$ cat config.mk
export PLATFORM = sky130hd
export DESIGN_NAME = variable_length_bit_packer_core
export DESIGN_NICKNAME = d
export VERILOG_FILES = /design/src/sv/vbp_pkg.sv /design/src/sv/vbp_front.sv /design/src/sv/vbp_fifo.sv /design/src/sv/vbp_back.sv /design/src/sv/variable_length_bit_packer_core.sv
export SDC_FILE = /design/constraint.sdc
export NUM_CORES = 1
export LEC_CHECK = 0
export BUFFER_PORTS_ARGS = -buffer_cell sky130_fd_sc_hd__buf_4
export CAP_MARGIN = 10
export CELL_PAD_IN_SITES_DETAIL_PLACEMENT = 0
export CELL_PAD_IN_SITES_GLOBAL_PLACEMENT = 1
export CORE_ASPECT_RATIO = 1.75
export CORE_MARGIN = 2
export CORE_UTILIZATION = 51
export CTS_CLUSTER_DIAMETER = 80
export DETAILED_ROUTE_END_ITERATION = 6
export PLACE_DENSITY = 0.86
export SLEW_MARGIN = 20
export SYNTH_ARGS = -nofsm -noshare
export SYNTH_HDL_FRONTEND = slang
export SYNTH_HIERARCHICAL = 1
export SYNTH_SLANG_ARGS = --single-unit
$ cat constraint.sdc
create_clock -name clk -period 6.4 [get_ports clk]
set_input_delay 0.64 -clock clk [delete_from_list [all_inputs] [get_ports clk]]
set_output_delay 0.64 -clock clk [all_outputs]
set_load 0.03 [all_outputs]
$ cat src/sv/vbp_pkg.sv
`timescale 1ns / 1ps
// ----------------------------------------------------------------------------
// vbp_pkg
// Shared types and codes for the variable-length bit packer.
// ----------------------------------------------------------------------------
package vbp_pkg;

	localparam int STORE_BITS  = 64;
	localparam int WORD_BITS   = 32;
	localparam int QUEUE_DEPTH = 4;

	// input commands
	localparam logic [1:0] CMD_WRITE  = 2'd0;
	localparam logic [1:0] CMD_PEEK   = 2'd1;
	localparam logic [1:0] CMD_UNLOAD = 2'd2;
	localparam logic [1:0] CMD_CLOSE  = 2'd3;

	// result kinds
	localparam logic [1:0] KIND_WORD  = 2'd0;
	localparam logic [1:0] KIND_PEEK  = 2'd1;
	localparam logic [1:0] KIND_ERROR = 2'd2;

	localparam logic MODE_PACK = 1'b0;

	typedef enum logic [2:0] {
		OP_NONE,
		OP_WRITE,
		OP_PEEK,
		OP_UNLOAD,
		OP_CLOSE,
		OP_CLEAR
	} op_t;

	typedef struct packed {
		logic [1:0]  cmd;
		logic [31:0] code_value;
		logic [5:0]  bit_length;
		logic [31:0] refill_word;
		logic        refill_valid;
	} in_item_t;

	typedef struct packed {
		logic [1:0]  result_kind;
		logic [31:0] data_word;
		logic        took_refill;
		logic        last_result;
	} out_item_t;

	// classified operation handed from front to back
	typedef struct packed {
		op_t         op;
		logic [31:0] code_lj;      // code left-justified in a word, masked
		logic [5:0]  len;          // saturated for writes, raw for unloads
		logic [31:0] refill_word;
		logic        refill_valid;
	} op_item_t;

	typedef struct packed {
		logic     valid;
		op_item_t item;
	} op_chan_t;

endpackage

$ cat src/sv/vbp_front.sv
`timescale 1ns / 1ps
// ----------------------------------------------------------------------------
// vbp_front
// Holds the mode register and turns accepted commands into operations.
// ----------------------------------------------------------------------------
module vbp_front (
	input  logic              clk,
	input  logic              arst_n,
	input  logic              push,
	input  logic              queue_full,
	input  vbp_pkg::in_item_t item,
	input  logic              cfg_valid,
	input  logic              cfg_data,
	output logic              cfg_ready,
	output logic              cfg_clear,
	output vbp_pkg::op_chan_t op_out
);
	import vbp_pkg::*;

	logic        mode_q;
	logic        accept;
	logic [5:0]  sat_len;
	logic [31:0] code_lj;
	op_t         op;

	assign cfg_ready = 1'b1;
	assign cfg_clear = cfg_valid;

	always_ff @(posedge clk or negedge arst_n) begin
		if (!arst_n) begin
			mode_q <= MODE_PACK;
		end else if (cfg_valid) begin
			mode_q <= cfg_data;
		end
	end

	assign accept  = push && !queue_full;
	assign sat_len = (item.bit_length > 6'd32) ? 6'd32 : item.bit_length;
	// shifting out the top bits also masks the code to its length
	assign code_lj = item.code_value << (6'd32 - sat_len);

	always_comb begin
		op = OP_NONE;
		case (item.cmd)
			CMD_WRITE: begin
				if (mode_q == MODE_PACK && sat_len != 6'd0) op = OP_WRITE;
			end
			CMD_PEEK: begin
				if (mode_q != MODE_PACK) op = OP_PEEK;
			end
			CMD_UNLOAD: begin
				if (mode_q != MODE_PACK) op = OP_UNLOAD;
			end
			CMD_CLOSE: begin
				op = (mode_q == MODE_PACK) ? OP_CLOSE : OP_CLEAR;
			end
			default: op = OP_NONE;
		endcase
	end

	always_comb begin
		op_out.valid             = accept && (op != OP_NONE);
		op_out.item.op           = op;
		op_out.item.code_lj      = code_lj;
		op_out.item.len          = (op == OP_WRITE) ? sat_len : item.bit_length;
		op_out.item.refill_word  = item.refill_word;
		op_out.item.refill_valid = item.refill_valid;
	end

endmodule

$ cat src/sv/vbp_fifo.sv
`timescale 1ns / 1ps
// ----------------------------------------------------------------------------
// vbp_fifo
// Short operation queue between the front and the back.
// ----------------------------------------------------------------------------
module vbp_fifo #(
	parameter int DEPTH = vbp_pkg::QUEUE_DEPTH
) (
	input  logic               clk,
	input  logic               arst_n,
	input  vbp_pkg::op_chan_t  wr,
	input  logic               rd,
	output logic               full,
	output logic               head_valid,
	output vbp_pkg::op_item_t  head
);
	import vbp_pkg::*;

	localparam int PW = (DEPTH > 1) ? $clog2(DEPTH) : 1;
	localparam int CW = $clog2(DEPTH + 1);

	op_item_t        mem [DEPTH];
	logic [PW-1:0]   wr_ptr_q;
	logic [PW-1:0]   rd_ptr_q;
	logic [CW-1:0]   cnt_q;
	logic            do_wr;
	logic            do_rd;

	assign full       = (cnt_q == CW'(DEPTH));
	assign head_valid = (cnt_q != '0);
	assign head       = mem[rd_ptr_q];
	assign do_wr      = wr.valid && !full;
	assign do_rd      = rd && head_valid;

	function automatic logic [PW-1:0] next_ptr(input logic [PW-1:0] p);
		next_ptr = (p == PW'(DEPTH - 1)) ? '0 : p + 1'b1;
	endfunction

	always_ff @(posedge clk) begin
		if (do_wr) mem[wr_ptr_q] <= wr.item;
	end

	always_ff @(posedge clk or negedge arst_n) begin
		if (!arst_n) begin
			wr_ptr_q <= '0;
			rd_ptr_q <= '0;
			cnt_q    <= '0;
		end else begin
			if (do_wr) wr_ptr_q <= next_ptr(wr_ptr_q);
			if (do_rd) rd_ptr_q <= next_ptr(rd_ptr_q);
			if (do_wr && !do_rd) cnt_q <= cnt_q + 1'b1;
			else if (do_rd && !do_wr) cnt_q <= cnt_q - 1'b1;
		end
	end

endmodule

$ cat src/sv/vbp_back.sv
`timescale 1ns / 1ps
// ----------------------------------------------------------------------------
// vbp_back
// Executes queued operations on the bit store and drives the result register.
// ----------------------------------------------------------------------------
module vbp_back (
	input  logic               clk,
	input  logic               arst_n,
	input  logic               cfg_clear,
	input  logic               head_valid,
	input  vbp_pkg::op_item_t  head,
	output logic               head_pop,
	input  logic               pop,
	output logic               empty,
	output vbp_pkg::out_item_t result
);
	import vbp_pkg::*;

	logic [STORE_BITS-1:0] store_q;
	logic [6:0]            count_q;
	logic [1:0]            idx_q;
	logic                  out_valid_q;
	out_item_t             out_q;

	logic [STORE_BITS-1:0] store_n;
	logic [6:0]            count_n;
	logic [1:0]            nres;
	out_item_t             res;
	logic                  emit;
	logic [STORE_BITS-1:0] s_tmp;
	logic [6:0]            c_tmp;
	logic                  low;
	logic [5:0]            sh;
	logic [31:0]           win;
	logic                  has_out;
	logic                  last;
	logic                  slot_free;
	logic                  go;
	logic                  done;

	always_comb begin
		store_n = store_q;
		count_n = count_q;
		nres    = 2'd0;
		res     = '0;
		emit    = 1'b0;
		s_tmp   = store_q;
		c_tmp   = count_q;
		low     = 1'b0;
		sh      = '0;
		win     = '0;
		case (head.op)
			OP_WRITE: begin
				emit  = (7'd64 - count_q) < {1'b0, head.len};
				s_tmp = emit ? {store_q[31:0], 32'b0} : store_q;
				c_tmp = emit ? count_q - 7'd32 : count_q;
				store_n = s_tmp | ({head.code_lj, 32'b0} >> c_tmp[5:0]);
				count_n = c_tmp + {1'b0, head.len};
				nres    = emit ? 2'd1 : 2'd0;
				res.result_kind = KIND_WORD;
				res.data_word   = store_q[63:32];
			end
			OP_PEEK: begin
				low  = count_q < 7'd32;
				nres = 2'd1;
				if (low && !head.refill_valid) begin
					res.result_kind = KIND_ERROR;
				end else begin
					s_tmp   = low ? {store_q[31:0], head.refill_word} : store_q;
					c_tmp   = low ? count_q + 7'd32 : count_q;
					sh      = 6'(c_tmp - 7'd32);
					win     = 32'(s_tmp >> sh);
					store_n = s_tmp;
					count_n = c_tmp;
					res.result_kind = KIND_PEEK;
					res.data_word   = win;
					res.took_refill = low;
				end
			end
			OP_UNLOAD: begin
				count_n = ({1'b0, head.len} >= count_q) ? 7'd0
				                                         : count_q - {1'b0, head.len};
			end
			OP_CLOSE: begin
				// padding 32 zeros spills the upper word first when more than 32 held
				if (count_q == 7'd0)       nres = 2'd1;
				else if (count_q > 7'd32)  nres = 2'd3;
				else                       nres = 2'd2;
				res.result_kind = KIND_WORD;
				case (idx_q)
					2'd0:    res.data_word = store_q[63:32];
					2'd1:    res.data_word = store_q[31:0];
					default: res.data_word = 32'b0;
				endcase
				store_n = '0;
				count_n = '0;
			end
			OP_CLEAR: begin
				store_n = '0;
				count_n = '0;
			end
			default: ;
		endcase
		has_out         = (nres != 2'd0);
		last            = (idx_q == nres - 2'd1);
		res.last_result = last;
	end

	assign slot_free = !out_valid_q || pop;
	assign go        = head_valid && (!has_out || slot_free);
	assign done      = go && (!has_out || last);
	assign head_pop  = done;
	assign empty     = !out_valid_q;
	assign result    = out_q;

	always_ff @(posedge clk or negedge arst_n) begin
		if (!arst_n) begin
			store_q     <= '0;
			count_q     <= '0;
			idx_q       <= '0;
			out_valid_q <= 1'b0;
		end else begin
			if (cfg_clear) begin
				store_q <= '0;
				count_q <= '0;
			end else if (done) begin
				store_q <= store_n;
				count_q <= count_n;
			end
			if (done)                    idx_q <= '0;
			else if (go && has_out)      idx_q <= idx_q + 2'd1;
			if (go && has_out)           out_valid_q <= 1'b1;
			else if (pop)                out_valid_q <= 1'b0;
		end
	end

	always_ff @(posedge clk) begin
		if (go && has_out) out_q <= res;
	end

endmodule

$ cat src/sv/variable_length_bit_packer_core.sv
`timescale 1ns / 1ps
// ----------------------------------------------------------------------------
// variable_length_bit_packer_core
// Packs variable-length codes into 32-bit words, or peeks/unloads bits.
// ----------------------------------------------------------------------------
// Usage:
//   Input side is a queue: drive item and raise push; the transaction
//   happens on a clock edge with push high and full low.
//   Result side is a queue: while empty is low, result holds the oldest
//   result; it is taken on an edge with pop high.
//   cfg_data selects pack (0) or unpack (1); a cfg transaction also clears
//   the bit store. cfg_ready is always high. Write it only while idle.
// Timing:
//   A result passes through the op queue and then the result register before
//   it is on the ports. Items are taken one per cycle while full is low;
//   a close with bits held emits two or three words, one per cycle while
//   the result register is free; items with no result leave that register alone.
// Reset clears mode, store, queue and result register. When the receiver
// stalls, the result register holds, the back end halts at an operation with
// a result and the op queue fills; full rises once QUEUE_DEPTH ops wait.
// ----------------------------------------------------------------------------
module variable_length_bit_packer_core #(
	parameter int QUEUE_DEPTH = vbp_pkg::QUEUE_DEPTH
) (
	input  logic               clk,
	input  logic               arst_n,
	input  logic               push,
	output logic               full,
	input  vbp_pkg::in_item_t  item,
	input  logic               cfg_valid,
	output logic               cfg_ready,
	input  logic               cfg_data,
	output logic               empty,
	input  logic               pop,
	output vbp_pkg::out_item_t result
);
	import vbp_pkg::*;

	op_chan_t op_ch;
	op_item_t head;
	logic     head_valid;
	logic     head_pop;
	logic     cfg_clear;

	vbp_front u_front (
		.clk        (clk),
		.arst_n     (arst_n),
		.push       (push),
		.queue_full (full),
		.item       (item),
		.cfg_valid  (cfg_valid),
		.cfg_data   (cfg_data),
		.cfg_ready  (cfg_ready),
		.cfg_clear  (cfg_clear),
		.op_out     (op_ch)
	);

	vbp_fifo #(
		.DEPTH (QUEUE_DEPTH)
	) u_fifo (
		.clk        (clk),
		.arst_n     (arst_n),
		.wr         (op_ch),
		.rd         (head_pop),
		.full       (full),
		.head_valid (head_valid),
		.head       (head)
	);

	vbp_back u_back (
		.clk        (clk),
		.arst_n     (arst_n),
		.cfg_clear  (cfg_clear),
		.head_valid (head_valid),
		.head       (head),
		.head_pop   (head_pop),
		.pop        (pop),
		.empty      (empty),
		.result     (result)
	);

endmodule
# Yosys cells after proc, flatten, opt, wreduce, memory -nomap -nowiden
# Memories as Yosys holds them, arrays and structs flattened.
# Cells that the tools add are included.
[word_totals]
register_bits = 118
latchBits = 0
ramBits = 296
mem_bits_ro = 0
in_bits = 79
wordCells = 127
memories = 1
[mem_list]
columns = ["name", "words", "width", "rd", "rd_clocked_by_memory_dff", "wr", "line", "source"]
rows = [
  ["u_fifo.mem", 4, 74, 1, 0, 1, "vbp_fifo.sv:22", "op_item_t mem [DEPTH];"],
]
[op_classes]
addsub = 13
multipliers = 0
div = 0
magnitude_cmp = 5
n_eq_ne = 15
shifts = 3
muxes = 38
bitwise = 3
reduce_logical = 37
[op_table]
columns = ["operator", "n"]
rows = [
  ["$mux W64", 5],
  ["$pmux W64 S3", 1],
  ["$pmux W34 S3", 1],
  ["$or A64 B64 Y64", 1],
  ["$pmux W32 S2", 1],
  ["$shr A64 B6 Y32", 1],
  ["$shr A64 B6 Y64", 1],
  ["$mux W7", 6],
  ["$mux W33", 1],
  ["$shl A32 B6 Y32", 1],
  ["$pmux W7 S4", 1],
  ["$mux W2", 8],
  ["$mux W6", 2],
  ["$pmux W3 S4", 1],
  ["$logic_and A1 B1 Y1", 11],
  ["$reduce_bool A2 Y1", 5],
  ["$eq A3 B3 Y1 const B", 3],
  ["$eq A2 B2 Y1 const B", 4],
  ["$mux W1", 8],
  ["$add A7 B6 Y7", 1],
  ["$add A7 B6 Y7 const B", 1],
  ["$ge A6 B7 Y1", 1],
  ["$gt A7 B6 Y1 const B", 1],
  ["$logic_not A7 Y1", 1],
  ["other kinds (29)", 47],
]

# Depth between registers and ports, before layout
[depth]
depth_word = 13
mapped_depth = 25

# By module
# The synthesis kept the hierarchy.
[modules_own_cells]
columns = ["mod", "instances", "cells_each", "area_each_um2"]
rows = [
  ["vbp_back", 1, 1666, 13880.8],
  ["vbp_fifo", 1, 424, 11151.9],
  ["vbp_front", 1, 272, 2377.3],
]

# Least setup slack after synthesis
# OpenSTA, ideal clock, no wires.
[synth_path]
path_kind = "input port to flip-flop"
startpoint = "input item[33] (netlist name)"
endpoint = "memory u_fifo/mem[3][0] (netlist name) (enable)"
arrival_ns = 5.488
required_time_ns = 5.893
setup_slack_ns = 0.405
cell_stages = 11
path_cell_list = "nor2b_2 > buf_6 > buf_8 > inv_2 > ha_1 > nor3b_1 > a2111oi_0 > nor2_1 > nor3b_1 > nand2_1 > nor2_1"
[synth_lines]
columns = ["item", "line", "source"]
rows = [
  ["start: declaration", "variable_length_bit_packer_core.sv:29", "input vbp_pkg::in_item_t item,"],
  ["end: declaration", "vbp_fifo.sv:22", ""],
]

# Worst setup path in the final report
[layout_path]
startpoint = "register u_back.count_q[2]"
endpoint = "register u_fifo.cnt_q[1]"
[layout_between]
elab_chain_cells = 13
elab_cells_between_ends = 22
cone_classes = "2 x add/sub; 2 x order compare; 1 x eq/ne; 5 x mux; 12 x reduce/logical"
[layout_lines]
columns = ["item", "line", "source"]
rows = [
  ["start: declaration", "vbp_back.sv:20", "logic [6:0] count_q;"],
  ["start signal: assignment", "vbp_back.sv:128", "count_q <= count_n;"],
  ["$sub A7 B7 Y7 / $gt A7 B6 Y1 (equally long branches)", "vbp_back.sv:54, vbp_back.sv:87", ""],
  ["$lt A7 B6 Y1 / $mux W1 (equally long branches)", "vbp_back.sv:54, vbp_back.sv:87", ""],
  ["$mux W1 / $mux W2 (equally long branches)", "vbp_back.sv:59, vbp_back.sv:86", ""],
  ["$pmux W2 S3 *", "vbp_back.sv:52", "case (head.op)"],
  ["branches (longest 4 deep; another with $sub A2 B1 Y2)", "-", ""],
  ["$logic_and A1 B1 Y1 *", "vbp_back.sv:111", "assign done = go && (!has_out || last);"],
  ["via head_pop", "variable_length_bit_packer_core.sv:42", "logic head_pop;"],
  ["$logic_and A1 B1 Y1 *", "vbp_fifo.sv:33", "assign do_rd = rd && head_valid;"],
  ["$logic_not A1 Y1", "vbp_fifo.sv:51", "if (do_wr && !do_rd) cnt_q <= cnt_q + 1'b1;"],
  ["$logic_and A1 B1 Y1", "vbp_fifo.sv:51", ""],
  ["$mux W3 / $reduce_bool A2 Y1 (equally long branches)", "-", ""],
  ["end signal: assignment", "vbp_fifo.sv:51", ""],
  ["end signal: assignment", "vbp_fifo.sv:52", "else if (do_rd && !do_wr) cnt_q <= cnt_q - 1'b1;"],
  ["end: declaration", "vbp_fifo.sv:25", "logic [CW-1:0] cnt_q;"],
]
# Mark *: on every way through the listed nets, which the timed path passes.
# A chain may end at the register's enable or synchronous reset.

==> results.tsv <==
metric	value	unit
status	completed	
max_freq	0.1782	GHz
crit_slowest_cell	inv_2	
cts-hold-fix-buffers	0	
antenna_found_initial	1	
powerDensity	597.3	mW/mm2
place_inst	2981	
finalClockSkew	19.81	ps
synthTopCellsByArea	edfxtp_1 (36%), mux4_2 (16%), dfrtp_1 (7.5%)	
postSynthAreaPerCell	11.60	um2
syn_area	0.02741	mm2
r2r-start	u_back/count_q[2]	
dr_total_vias	20910	
r2r_setup_slack	790	ps
power_frac_comb	63.2	%
min_period	5611	ps
cts_buffer_depth	3	
drt_first_iter_violations	2144	
cts_setup_buffers	0	
wl	91870	um
arrival	6050	ps
hpwl	65880	um
fin_nets	2450	
startpoint_type	register	
synthToLayoutAreaGrowth	8.034	%
setup.worst_path.start	u_back/count_q[2]	
critPathMostFrequentCell	ha_1	
synth_edf_count	332	
ios	118	
slowest_delay	470	ps
cts_tree	yes	
p_sw	8726	uW
grt_pass1_wl	136400	um
yosysTopAreaCellShare	36.37	%
synth_common_cells	edfxtp_1 (332), nand2_1 (305), mux4_2 (199)	
yosysSeqAreaShare	43.86	%
period_share	87.68	%
core_area	0.05325	mm2
setup_ws	788.7	ps
cp.required	6840	ps
cts_root_buf	clkbuf_16	
rows	112	
postRouteAntennaNets	0	
timing.critical_path.fanout_max	32	
syn_nets	2474	
initial_core_util	51.47	%
r2r-end	u_fifo/cnt_q[1]	
gp_congestion	1.021	
numCtsBuffers	37	
final_util	55.61	%
maxCapViolCount	0	
yosysTopAreaCell	edfxtp_1	
path_cells	buf_4 > inv_2 > and3_1 > xnor2_1 > ha_1 > or3_1 > o22ai_1 > and3_2 > a22oi_1 > ha_1 > xor2_1 > a41oi_1 > a31oi_4 > nand2_1 > ha_1 > inv_1 > fa_1 > mux2_2	
overflow	0	
rsz0062_at_grt	false	
dp_slack	848.7	ps
worstRegToRegCells	18	
setup_viol	0	
ys.flop_type	edfxtp_1	
yosysWarnings	6	
synth_seq_cells	414	
hold_viol	0	
p_clk_share	13.0	%
tns	0	ps
worst_pin_slew	1150	ps
yosysMostFrequentCell	edfxtp_1	
grt_max_degree	129	
drtPass1Iterations	7	
p_seq_share	23.8	%
wl_per_cell	30.15	um
final_cells	3047	
grt_pass1_vias	20920	
cts_max_level	2	
synthCells	2362	
cts_resized	0	
fp.dieW	179.2	um
ir_drop	376.6	uV
clk_latency	560	ps
relSlewSlack	21.12	%
hp-class	input port to async pin	
p_leak	0.01107	uW
die_area	0.05569	mm2
die_h	310.7	um
clock_sinks	414	
track_usage	33.29	%
async_flop_share	19.81	%
critPathKind	register to register	
cp-end-kind	register	
slew_violations	0	
internal_power	8961	uW
drc	0	
port_buffers	116	
p_sw_share	49.34	%
via_per_inst	6.861	
clk_pin_slew	80	ps
synth_cell_types	94	
layout-drive-gt1-share	23.16	%
-- metal layers --
layer | global-route usage, % | up-vias | wire [um]
met5 | 0 | - | 0
met4 | 25.33 | 0 | 8903
met3 | 5.217 | 350 | 5985
met2 | 56.89 | 1062 | 47020
met1 | 36.51 | 10430 | 29950
li1 | - | 9064 | -
-- area by class of cell --
type | count | area (um2)
Antenna cell | 1 | 2.502
Inverter | 45 | 168.9
Clock inverter | 21 | 262.8
Multi-Input combinational cell | 1673 | 14010
Clock buffer | 42 | 944.7
Tap cell | 684 | 855.8
Timing Repair Buffer | 167 | 1329
Fill cell | 4503 | 23640
Sequential cell | 414 | 12040
-- registers in the layout, indices dropped and copies added (netlist names) --
signal	cells
u_front/mode_q	1
u_fifo/mem	296
u_back/count_q	7
u_back/store_q	64
u_back/result	36
u_fifo/rd_ptr_q	2
u_back/out_valid_q	1
u_fifo/wr_ptr_q	2
u_fifo/cnt_q	3
u_back/idx_q	2
-- per-stage QoR --
| stage | total power [uW] | hold slack (ps) | instance area [um2] |
|---|---|---|---|
| 2_1_floorplan | 11650 | 344.4 | 27410 |
| 3_3_place_gp | 14930 | 472.5 | 28370 |
| 3_5_place_dp | 15080 | 481.6 | 28370 |
| 4_1_cts | 17400 | 42.15 | 29580 |
| 5_1_grt | 18500 | 56.62 | 29610 |
| 6_report | 17690 | 38.09 | 29610 |
-- power groups by stage --
stage / sequential, uW / combinational, uW / clock (uW)
final: 4210 / 11200 / 2300
after global routing: 4270 / 11800 / 2420
after CTS: 4200 / 10900 / 2340
after detailed placement: 4260 / 10800 / 0
after global placement: 4210 / 10700 / 0
after floorplan: 4220 / 7440 / 0
-- cell families (layout without fill, tap and decap cells) --
group | Yosys count | after routing | share of synthesized area [%]
mux | 439 | 439 | 25.50
fa+ha+maj | 34 | 34 | 1.625
buf+inv | 275 | 275 | 5.291
other cells | 1 | 2 | 0.01368
simple gates | 631 | 631 | 9.947
compound gates | 551 | 551 | 13.22
flops | 414 | 414 | 43.86
xor+xnor | 17 | 17 | 0.5432
-- layout by cell type, fill, tap and decap left out, types with 12 or more instances in the layout --
cell type / count
ha_1: 29
a22oi_1: 20
nand2b_1: 12
nor2b_1: 12
o221ai_1: 35
mux2_2: 81
o211ai_1: 14
a21oi_1: 116
mux2i_1: 156
inv_1: 37
dfrtp_1: 75
nand3_1: 49
a211oi_1: 14
clkbuf_16: 37
a222oi_1: 14
nor3_1: 22
and2_1: 13
nand2_1: 305
o31ai_1: 21
o21ai_0: 176
buf_4: 161
o22ai_1: 22
nor2_1: 167
edfxtp_1: 332
mux4_2: 199
-- worst max-delay path, delay by kind of cell, from the launching register on --
family | cells | cell delay, ps
simple gates | 4 | 1110
mux | 1 | 270
compound gates | 4 | 1210
buf+inv | 3 | 780
flops | 1 | 400
xor+xnor | 2 | 480
fa+ha+maj | 4 | 1200
-- worst max-delay path by stage --
| stage | endpoint | slack (ps) | cells past startpoint |
|---|---|---|---|
| floorplan | u_fifo/mem[3][0] | 410 | 11 |
| CTS | u_fifo/cnt_q[1] | 790 | 18 |
| global route | u_fifo/cnt_q[1] | 460 | 18 |
| finish | u_fifo/cnt_q[1] | 790 | 18 |
| global placement | u_fifo/cnt_q[1] | 1060 | 17 |
| detailed placement | u_fifo/cnt_q[1] | 850 | 18 |
No activity file was read; power rests on OpenSTA's default activity.
